**src/mtxmul_pkg.sv**
```systemverilog
// ----------------------------------------------------------------------------
// mtxmul_pkg
// Shared widths and parameter defaults for the fixed-point matrix multiplier.
// ----------------------------------------------------------------------------
`default_nettype none

package mtxmul_pkg;

  // default matrix dimension and fraction bits
  localparam int DIM_DEF       = 4;
  localparam int FRAC_BITS_DEF = 16;

  // fixed field widths of the ports
  localparam int DATA_W  = 32;
  localparam int INDEX_W = 4;
  localparam int COORD_W = 2;
  localparam int PROD_W  = 2 * DATA_W;

endpackage

`default_nettype wire

```
**src/mtxmul_ram.sv**
```systemverilog
// ----------------------------------------------------------------------------
// mtxmul_ram
// Generic single write port, single read port RAM with a registered read.
// ----------------------------------------------------------------------------
`default_nettype none

module mtxmul_ram #(
  parameter int WIDTH = 32,
  parameter int DEPTH = 16
) (
  input  wire logic                     clk,
  input  wire logic                     we,
  input  wire logic [$clog2(DEPTH)-1:0] waddr,
  input  wire logic [WIDTH-1:0]         wdata,
  input  wire logic [$clog2(DEPTH)-1:0] raddr,
  output logic      [WIDTH-1:0]         rdata
);

  logic [WIDTH-1:0] mem [DEPTH];

  // write port and registered read port
  always_ff @(posedge clk) begin
    if (we) begin
      mem[waddr] <= wdata;
    end
    rdata <= mem[raddr];
  end

endmodule

`default_nettype wire

```
**src/matrix_multiply_4x4_unit.sv**
```systemverilog
// Timing: after a start beat is accepted, each product element is issued
// over the inner index, then passes the ram read, multiply, accumulate and
// output registers; the next element is issued only once it is loaded. One
// shared multiplier reads one left and one right element per cycle.
// Throughput: one element load per cycle while idle; none while a product runs.
// Reset: synchronous; both matrices read as zero until written, no clear pass.
// ----------------------------------------------------------------------------
// matrix_multiply_4x4_unit
// Loads two DIM x DIM Q16.16 matrices element by element and streams their
// product in row-major order, rounded to nearest and saturated to 32 bits.
// ----------------------------------------------------------------------------
`default_nettype none

module matrix_multiply_4x4_unit
  import mtxmul_pkg::*;
#(
  parameter int DIM       = DIM_DEF,
  parameter int FRAC_BITS = FRAC_BITS_DEF
) (
  input  wire logic                      clk,
  input  wire logic                      rst,
  // element load channel
  input  wire logic                      in_valid,
  output logic                           in_ready,
  input  wire logic                      func,
  input  wire logic [INDEX_W-1:0]        index,
  input  wire logic signed [DATA_W-1:0]  value,
  input  wire logic                      start_req,
  // product channel
  output logic                           out_valid,
  input  wire logic                      out_ready,
  output logic [COORD_W-1:0]             row,
  output logic [COORD_W-1:0]             column,
  output logic signed [DATA_W-1:0]       product,
  output logic                           overflow,
  output logic                           final_res
);

  localparam int CELLS = DIM * DIM;
  localparam int AW    = $clog2(CELLS);
  localparam int CW    = $clog2(DIM);
  localparam int ACC_W = PROD_W + $clog2(DIM);
  localparam int RND_W = ACC_W + 1;
  localparam int HSH   = (FRAC_BITS > 0) ? FRAC_BITS - 1 : 0;
  localparam logic signed [RND_W-1:0] HALF =
    (FRAC_BITS > 0) ? (RND_W'(1) << HSH) : '0;
  localparam logic [CW-1:0] LAST = CW'(DIM - 1);

  localparam logic [1:0] S_IDLE  = 2'd0;
  localparam logic [1:0] S_ISSUE = 2'd1;
  localparam logic [1:0] S_WAIT  = 2'd2;

  logic [1:0]    state;
  logic [CW-1:0] r, c, k;

  // per-entry valid bits: an unwritten entry reads as zero
  logic [CELLS-1:0] lvld, rvld;

  logic              wr_ok, in_fire, load;
  logic              l_we, r_we;
  logic [AW-1:0]     waddr, l_raddr, r_raddr;
  logic [DATA_W-1:0] l_q, r_q;
  logic              l_ok, r_ok;

  logic              iss_vld, iss_first, iss_last;
  logic              rd_vld, rd_first, rd_last;
  logic              mul_vld, mul_first, mul_last;
  logic signed [PROD_W-1:0] prod;
  logic signed [ACC_W-1:0]  acc;
  logic              acc_rdy;

  logic signed [DATA_W-1:0] l_op, r_op;
  logic signed [RND_W-1:0]  rnd, shf;
  logic [RND_W-DATA_W:0]    hi_bits;
  logic                     ovf;
  logic [DATA_W-1:0]        sat;

  // input handshake and store writes
  assign in_ready = (state == S_IDLE);
  assign in_fire  = in_valid && in_ready;
  assign wr_ok    = (32'(index) < 32'(CELLS));
  assign waddr    = AW'(index);
  assign l_we     = in_fire && wr_ok && !func;
  assign r_we     = in_fire && wr_ok && func;

  // read addresses for left[r][k] and right[k][c]
  assign l_raddr  = AW'(AW'(r) * AW'(DIM) + AW'(k));
  assign r_raddr  = AW'(AW'(k) * AW'(DIM) + AW'(c));

  assign iss_vld   = (state == S_ISSUE);
  assign iss_first = (k == '0);
  assign iss_last  = (k == LAST);

  mtxmul_ram #(.WIDTH(DATA_W), .DEPTH(CELLS)) u_left (
    .clk   (clk),
    .we    (l_we),
    .waddr (waddr),
    .wdata (value),
    .raddr (l_raddr),
    .rdata (l_q)
  );

  mtxmul_ram #(.WIDTH(DATA_W), .DEPTH(CELLS)) u_right (
    .clk   (clk),
    .we    (r_we),
    .waddr (waddr),
    .wdata (value),
    .raddr (r_raddr),
    .rdata (r_q)
  );

  // valid bits, looked up alongside the ram read
  always_ff @(posedge clk) begin
    if (rst) begin
      lvld <= '0;
      rvld <= '0;
    end else begin
      if (l_we) lvld[waddr] <= 1'b1;
      if (r_we) rvld[waddr] <= 1'b1;
    end
    l_ok <= lvld[l_raddr];
    r_ok <= rvld[r_raddr];
  end

  assign l_op = l_ok ? $signed(l_q) : '0;
  assign r_op = r_ok ? $signed(r_q) : '0;

  // read, multiply and accumulate pipeline
  always_ff @(posedge clk) begin
    if (rst) begin
      rd_vld  <= 1'b0;
      mul_vld <= 1'b0;
      acc_rdy <= 1'b0;
    end else begin
      rd_vld  <= iss_vld;
      mul_vld <= rd_vld;
      if (mul_vld && mul_last) begin
        acc_rdy <= 1'b1;
      end else if (load) begin
        acc_rdy <= 1'b0;
      end
    end
    rd_first  <= iss_first;
    rd_last   <= iss_last;
    mul_first <= rd_first;
    mul_last  <= rd_last;
    prod      <= PROD_W'(l_op) * PROD_W'(r_op);
    if (mul_vld) begin
      acc <= mul_first ? ACC_W'(prod) : acc + ACC_W'(prod);
    end
  end

  // round to nearest and saturate
  always_comb begin
    rnd     = RND_W'(acc) + HALF;
    shf     = rnd >>> FRAC_BITS;
    hi_bits = shf[RND_W-1:DATA_W-1];
    ovf     = !((&hi_bits) || (~|hi_bits));
    if (ovf) begin
      sat = shf[RND_W-1] ? {1'b1, {(DATA_W-1){1'b0}}} : {1'b0, {(DATA_W-1){1'b1}}};
    end else begin
      sat = shf[DATA_W-1:0];
    end
  end

  assign load = (state == S_WAIT) && acc_rdy && (!out_valid || out_ready);

  // sequencer over product elements and inner index
  always_ff @(posedge clk) begin
    if (rst) begin
      state <= S_IDLE;
      r     <= '0;
      c     <= '0;
      k     <= '0;
    end else begin
      case (state)
        S_IDLE: begin
          r <= '0;
          c <= '0;
          k <= '0;
          if (in_fire && start_req) state <= S_ISSUE;
        end
        S_ISSUE: begin
          if (iss_last) begin
            k     <= '0;
            state <= S_WAIT;
          end else begin
            k <= k + 1'b1;
          end
        end
        S_WAIT: begin
          if (load) begin
            state <= S_ISSUE;
            if (c == LAST) begin
              c <= '0;
              if (r == LAST) begin
                r     <= '0;
                state <= S_IDLE;
              end else begin
                r <= r + 1'b1;
              end
            end else begin
              c <= c + 1'b1;
            end
          end
        end
        default: state <= S_IDLE;
      endcase
    end
  end

  // output register
  always_ff @(posedge clk) begin
    if (rst) begin
      out_valid <= 1'b0;
    end else if (load) begin
      out_valid <= 1'b1;
    end else if (out_ready) begin
      out_valid <= 1'b0;
    end
    if (load) begin
      row       <= COORD_W'(r);
      column    <= COORD_W'(c);
      product   <= $signed(sat);
      overflow  <= ovf;
      final_res <= (r == LAST) && (c == LAST);
    end
  end

`ifndef SYNTHESIS
  // no new product may land on a finished sum not yet taken
  a_no_acc_clobber: assert property (@(posedge clk) disable iff (rst)
    !(acc_rdy && mul_vld))
    else $error("product arrived while a finished sum was pending");

  // the pipeline is empty whenever a load beat is taken
  a_idle_empty: assert property (@(posedge clk) disable iff (rst)
    in_fire |-> (!rd_vld && !mul_vld && !acc_rdy))
    else $error("load beat accepted with work in flight");

  // every ram read turns into a product the next cycle
  a_rd_to_mul: assert property (@(posedge clk) disable iff (rst)
    rd_vld |=> mul_vld)
    else $error("read beat lost before multiply");
`endif

endmodule

`default_nettype wire

```
**config.mk**
```make
export PLATFORM = sky130hd
export DESIGN_NAME = matrix_multiply_4x4_unit
export DESIGN_NICKNAME = d
export VERILOG_FILES = /design/src/mtxmul_pkg.sv /design/src/mtxmul_ram.sv /design/src/matrix_multiply_4x4_unit.sv
export SDC_FILE = /design/constraint.sdc
export NUM_CORES = 2
export LEC_CHECK = 0
export BUFFER_PORTS_ARGS = -buffer_cell sky130_fd_sc_hd__buf_4
export CORE_MARGIN = 4
export CORE_UTILIZATION = 30
export DETAILED_ROUTE_END_ITERATION = 7
export GPL_TIMING_DRIVEN = 1
export SYNTH_ARGS = -nofsm -noshare
export SYNTH_HDL_FRONTEND = slang
export SYNTH_SLANG_ARGS = --single-unit
```
**constraint.sdc**
```tcl
create_clock -name clk -period 11.3 [get_ports clk]
set_input_delay 0.565 -clock clk [delete_from_list [all_inputs] [get_ports clk]]
set_output_delay 0.565 -clock clk [all_outputs]
set_load 0.05 [all_outputs]
```
### Word-level counts from Yosys, hierarchy flattened

Memory sizes are Yosys's and may differ from the RTL's. A register that Yosys moved wholly into a read port is not among the register bits.
Index checks and enable logic that the tools add are counted.

| operators by class | value |
|---|---|
| $add $sub $neg | 7 |
| multipliers | 1 |
| $lt $le $gt $ge | 4 |
| equality and inequality tests | 9 |
| mux-type cells | 34 |
| bitwise logic cells | 2 |
| reductions and logical operators | 26 |

Operator list:

| cell | number |
|---|---|
| $mux W32 | 4 |
| $add A66 B17 Y67 const B | 1 |
| $add A66 B64 Y66 | 1 |
| $mux W66 | 1 |
| $mul A32 B32 Y64 | 1 |
| $or A16 B16 Y16 | 2 |
| $reduce_and A20 Y1 | 1 |
| $reduce_or A20 Y1 | 1 |
| $mux W2 | 9 |
| $lt A4 B5 Y1 const B | 3 |
| $mux W1 | 13 |
| $pmux W2 S2 | 3 |
| $logic_and A1 B1 Y1 | 9 |
| $add A4 B2 Y4 | 2 |
| $bmux W1 S4 | 2 |
| $eq A2 B2 Y1 const B | 4 |
| $reduce_bool A2 Y1 | 4 |
| $add A2 B1 Y2 const B | 3 |
| $ne A2 B1 Y1 const B | 3 |
| $pmux W2 S3 | 1 |
| $reduce_and A3 Y1 | 2 |
| $demux W1 S4 | 1 |
| $ge A4 B1 Y1 const B | 1 |
| $logic_not A1 Y1 | 4 |
| 5 further kinds | 7 |

| storage, ports and cells | value |
|---|---|
| flip-flop bits (word level) | 218 |
| memory bits (writable) | 1024 |
| memories kept | 2 |

Memories:

| name | words | width | read ports | clocked after memory_dff | write ports | line | RTL |
|---|---|---|---|---|---|---|---|
| u_left.mem | 16 | 32 | 1 | 1 | 1 | mtxmul_ram.sv:19 | `logic [WIDTH-1:0] mem [DEPTH];` |
| u_right.mem | 16 | 32 | 1 | 1 | 1 | mtxmul_ram.sv:19 |  |

### Depth between registers and ports, before layout

| depth | value |
|---|---|
| depth in word-level cells | 5 |
| depth in mapped cells | 33 |
| gate-level depth less buffers | 29 |

### By module

Synthesis repeated with hierarchy kept, for this count alone.

| second synthesis, totals | value |
|---|---|
| cell total of the unflattened synthesis | 7025 |
| area, all modules | 87742.9 µm² |

By module, submodules not included:

| module | instances | cells each | area each (µm²) |
|---|---|---|---|
| matrix_multiply_4x4_unit | 1 | 5349 | 48053.6 |
| mtxmul_ram at u_right | 1 | 838 | 19854.0 |
| mtxmul_ram at u_left | 1 | 838 | 19835.3 |

### Least setup slack after synthesis

Ideal clock, no wire load.

| path | value |
|---|---|
| path kind | reg2reg |
| start point | reg l_ok |
| end point | reg prod[63] |
| library setup time | 0.121 ns |
| data arrival time | 8.673 ns |
| path slack | 2.506 ns |
| cell stages (with the launch flop) | 28 |
| path buffers | 5 |
| path through | dfxtp_1 clkbuf_1 clkbuf_1 clkbuf_1 nand2_1 clkbuf_1 nor2_1 fa_1 fa_1 fa_1 fa_1 inv_1 fa_1 inv_1 fa_1 inv_1 fa_1 inv_1 fa_1 ha_1 clkbuf_1 nand2_1 or4_1 o31ai_1 a2111oi_0 o41ai_1 a21oi_1 xnor2_1 |

| between the ends | value |
|---|---|
| longest elaborated chain between the ends | 2 |

Ends and longest elaborated chain:

| element | line | RTL |
|---|---|---|
| start: declaration | matrix_multiply_4x4_unit.sv:63 | `logic l_ok, r_ok;` |
| start signal: assignment | matrix_multiply_4x4_unit.sv:121 | `l_ok <= lvld[l_raddr];` |
| $mux W32 | matrix_multiply_4x4_unit.sv:125 | `assign l_op = l_ok ? $signed(l_q) : '0;` |
| $mul A32 B32 Y64 | matrix_multiply_4x4_unit.sv:147 | `prod <= PROD_W'(l_op) * PROD_W'(r_op);` |
| end signal: assignment | matrix_multiply_4x4_unit.sv:147 |  |
| end: declaration | matrix_multiply_4x4_unit.sv:68 | `logic signed [PROD_W-1:0] prod;` |

No other way between the ends.
A chain may end at the register's enable or synchronous reset.

### Worst setup path in the final report

Ends and elaborated chain as after synthesis.

==> run metrics <==
share of cells above drive strength 1 0.1183; setup TNS 0 ns; Clock Pin Slew Worst Setup and Hold Paths 0.07 ns; Post-synth top flop edfxtp_1; final setup fails 0; Congestion Overflow GR 0; Worst Path Arrival 10.42 ns; part of the cycle the worst path needs 0.8645; Hold Fails Final Rpt 0; Worst slew margin 0.05622; Ys Warns 0; Initial Util 0.3020; Slowest cell on crit path fa_1; clock tree sinks 1306; Power Total 9.925 mW; mapped cell area 87080 um^2; Setup CP Type reg2reg; row count 197; vias 53510; CP Cell Sequence buf_4 -> and2_0 -> buf_4 -> nand2_1 -> fa_1 -> fa_1 -> inv_1 -> fa_1 -> fa_1 -> fa_1 -> fa_1 -> fa_1 -> fa_1 -> ha_1 -> a21oi_1 -> o21a_1 -> o21bai_1 -> a2111oi_2 -> o31ai_1 -> a2111oi_0 -> o41ai_1 -> a21oi_1 -> xnor2_1; Top cell by count, worst path fa_1; Max Fclk 0.1024 GHz; reg2reg setup slack 1.53 ns; count of different cell masters after synthesis 83; Synth top cells by count edfxtp_1 (1128), fa_1 (1083), inv_1 (1017), nor2_1 (724), nand2_1 (707); antenna viol nets, final 0; PnR worst setup slack 1.531 ns; Slew @ Worst Pin 1.416 ns; Placed Cells incl. Taps 10440; Leak 37.01 nW; Placement Setup Slack 1.642 ns; number of cells on the worst reg-to-reg path 23; Layout Skew 0.09602 ns; Area Growth Syn to Fin 10.94%; Synth area leader edfxtp_1; core area 288400 um^2; Worst-Skew Late Latency 0.80 ns; Hold Crit Depth 3; hold bufs inserted after CTS 0; max-slew violation count 0; worst hold path type in2reg; Yosys top cell area share 0.3890; hpwl dp 174600 um; initial antenna violation count 19; fin crit period 9.769 ns; non-filler cells, final 10680; Req. time, crit path 11.95 ns; Post-synth EDFFs 1128; routability cong. 0.9869; max-cap violation count 0; largest net degree at the start of global routing 124; Worst Setup Start Kind flop; NumNets Final 8175; Max stage delay on crit path 0.79 ns; Hold EP out_valid; outcome finished clean; RR Startpoint l_ok; Mapped Cells 6785; DRT Pass-1 Iters 6; root buffer cell clkbuf_16; Critical path origin l_ok; clock tree buffer depth 4; r2r endpoint prod[63]; min-delay src out_ready; DIE AREA 299000 um^2; syn nets 8164; die span in x 546.8 um; Worst setup EP type flop; DR DRC count 0; Top Ports 82; Synth Area per Inst 12.83 um^2; post-CTS setup buffer count 0; H-Tree Level Count 4; I/O Buffers 81; via/cell ratio 5.013; Total GRT Usage 0.1659; VDD IR max 0.0001460 V; Resized cells post-CTS 0; Final Core Density 0.3350; Detailed Route WL 250900 um; RSZ-0062 raised after global routing false; Seq/Total Area, Yosys 0.4299; power per cell area 102.7 nW/um^2; flops & latches, synth 1306; top area cells in the synthesized netlist edfxtp_1 (39%), fa_1 (25%), mux4_2 (8.5%), inv_1 (4.4%), dfxtp_1 (4.1%); CTS Buf Count 138; most frequent cell after synthesis edfxtp_1; initial DRC count 5548; worst-path maximum fanout 24; ys async rst share 0; first-pass GRT wire length 373500 um; vias in the first global route 56520; chip height 546.8 um; post-DR wirelength/cell 23.51 um; CTS tree yes
==> cells by family after synthesis <==
logic type               Yosys count  synth area share
AO/OA/AOI/OAI                    545           0.03953
AND/OR/NAND/NOR                 1739           0.08341
XOR/XNOR                         165           0.01660
adder cells (fa/ha/maj)         1337            0.2855
buffers and inverters           1352           0.05839
flip-flops                      1306            0.4299
multiplexers                     341           0.08671
==> layout make-up <==
| cell class | instances | area [um^2] |
|---|---|---|
| clock buffer | 184 | 3759 |
| multi-input combinational | 4127 | 44820 |
| inverter | 1019 | 3825 |
| clock inverter | 48 | 455.4 |
| antenna | 6 | 15.01 |
| sequential | 1306 | 37460 |
| timing repair buffer | 204 | 1544 |
| tap | 3781 | 4731 |
| fill | 28150 | 191800 |
==> report_power, final <==
group          internal, mW  switching, mW  leakage [nW]
combinational        0.0856          0.187          23.3
clock                  2.50           1.86          2.06
sequential             5.27         0.0328          11.6
==> per-stage QoR <==
stage | instance area, um^2 | hold WS (ns)
finish | 96610 | 0.08880
global route | 96590 | 0.09650
CTS | 96590 | 0.04771
detailed placement | 92380 | 0.3223
global placement | 92380 | 0.3119
floorplan | 87080 | 0.3096
==> cell usage in the layout, fill, tap and decap left out, types with 8 or more instances in the layout <==
master | netlist | final
or3_1 | 11 | 11
nor2b_1 | 18 | 18
nand2b_1 | 19 | 19
nand2_1 | 707 | 703
nor3_1 | 23 | 23
a21o_1 | 55 | 55
fa_1 | 1083 | 1083
and3_1 | 18 | 18
nor2_1 | 724 | 691
clkinv_1 | 0 | 15
dfxtp_1 | 178 | 168
nor4_1 | 10 | 10
o21ai_1 | 14 | 14
a211oi_1 | 13 | 13
and2_1 | 63 | 62
o21ai_0 | 123 | 123
nand3_1 | 69 | 69
o31ai_1 | 10 | 10
o21a_1 | 24 | 24
xor2_1 | 53 | 53
nor2_4 | 0 | 32
a21oi_1 | 179 | 179
xnor2_1 | 112 | 112
clkinv_2 | 0 | 16
inv_1 | 1017 | 1016
mux4_2 | 330 | 330
nand4_1 | 33 | 33
o21bai_1 | 26 | 26
o21ba_2 | 10 | 10
edfxtp_1 | 1128 | 1128
buf_4 | 0 | 203
clkbuf_8 | 0 | 9
or2_2 | 8 | 8
clkbuf_1 | 292 | 35
a31oi_1 | 13 | 13
clkbuf_16 | 0 | 140
ha_1 | 254 | 254
==> flip-flops by register name, summed over array words and instances (netlist names), 2 cells and up <==
register / flops
u_right.rdata: 32
u_right.mem: 512
column: 2
lvld: 16
u_left.mem: 512
product: 32
rvld: 16
r: 2
prod: 64
acc: 66
u_left.rdata: 32
state: 2
c: 2
k: 2
row: 2
==> metal layers <==
metal,wire (um),global-route usage,share of wire
met1,106400,0.2320,0.42
met2,111500,0.2550,0.44
met3,24350,0.04077,0.097
met4,8680,0.05032,0.035
met5,67,0,0.00027
==> how the worst max path moves through the flow <==
stage | slack (ns) | end | cells after the start
2_1_floorplan | 2.51 | prod[63] | 27
3_3_place_gp | 1.70 | prod[63] | 23
3_5_place_dp | 1.64 | prod[63] | 27
4_1_cts | 1.56 | prod[63] | 27
5_1_grt | 1.02 | prod[63] | 27
6_report | 1.53 | prod[63] | 23
==> worst max-delay path: cells and delay by family (launching register included) <==
kind            cells  cell delay [ns]
flops               1             0.60
xor+xnor            1             0.13
compound gates      8             2.64
fa+ha+maj           9             4.70
buf+inv             3             0.72
simple gates        2             0.83
Note: power is estimated with default switching activity, not from simulation.
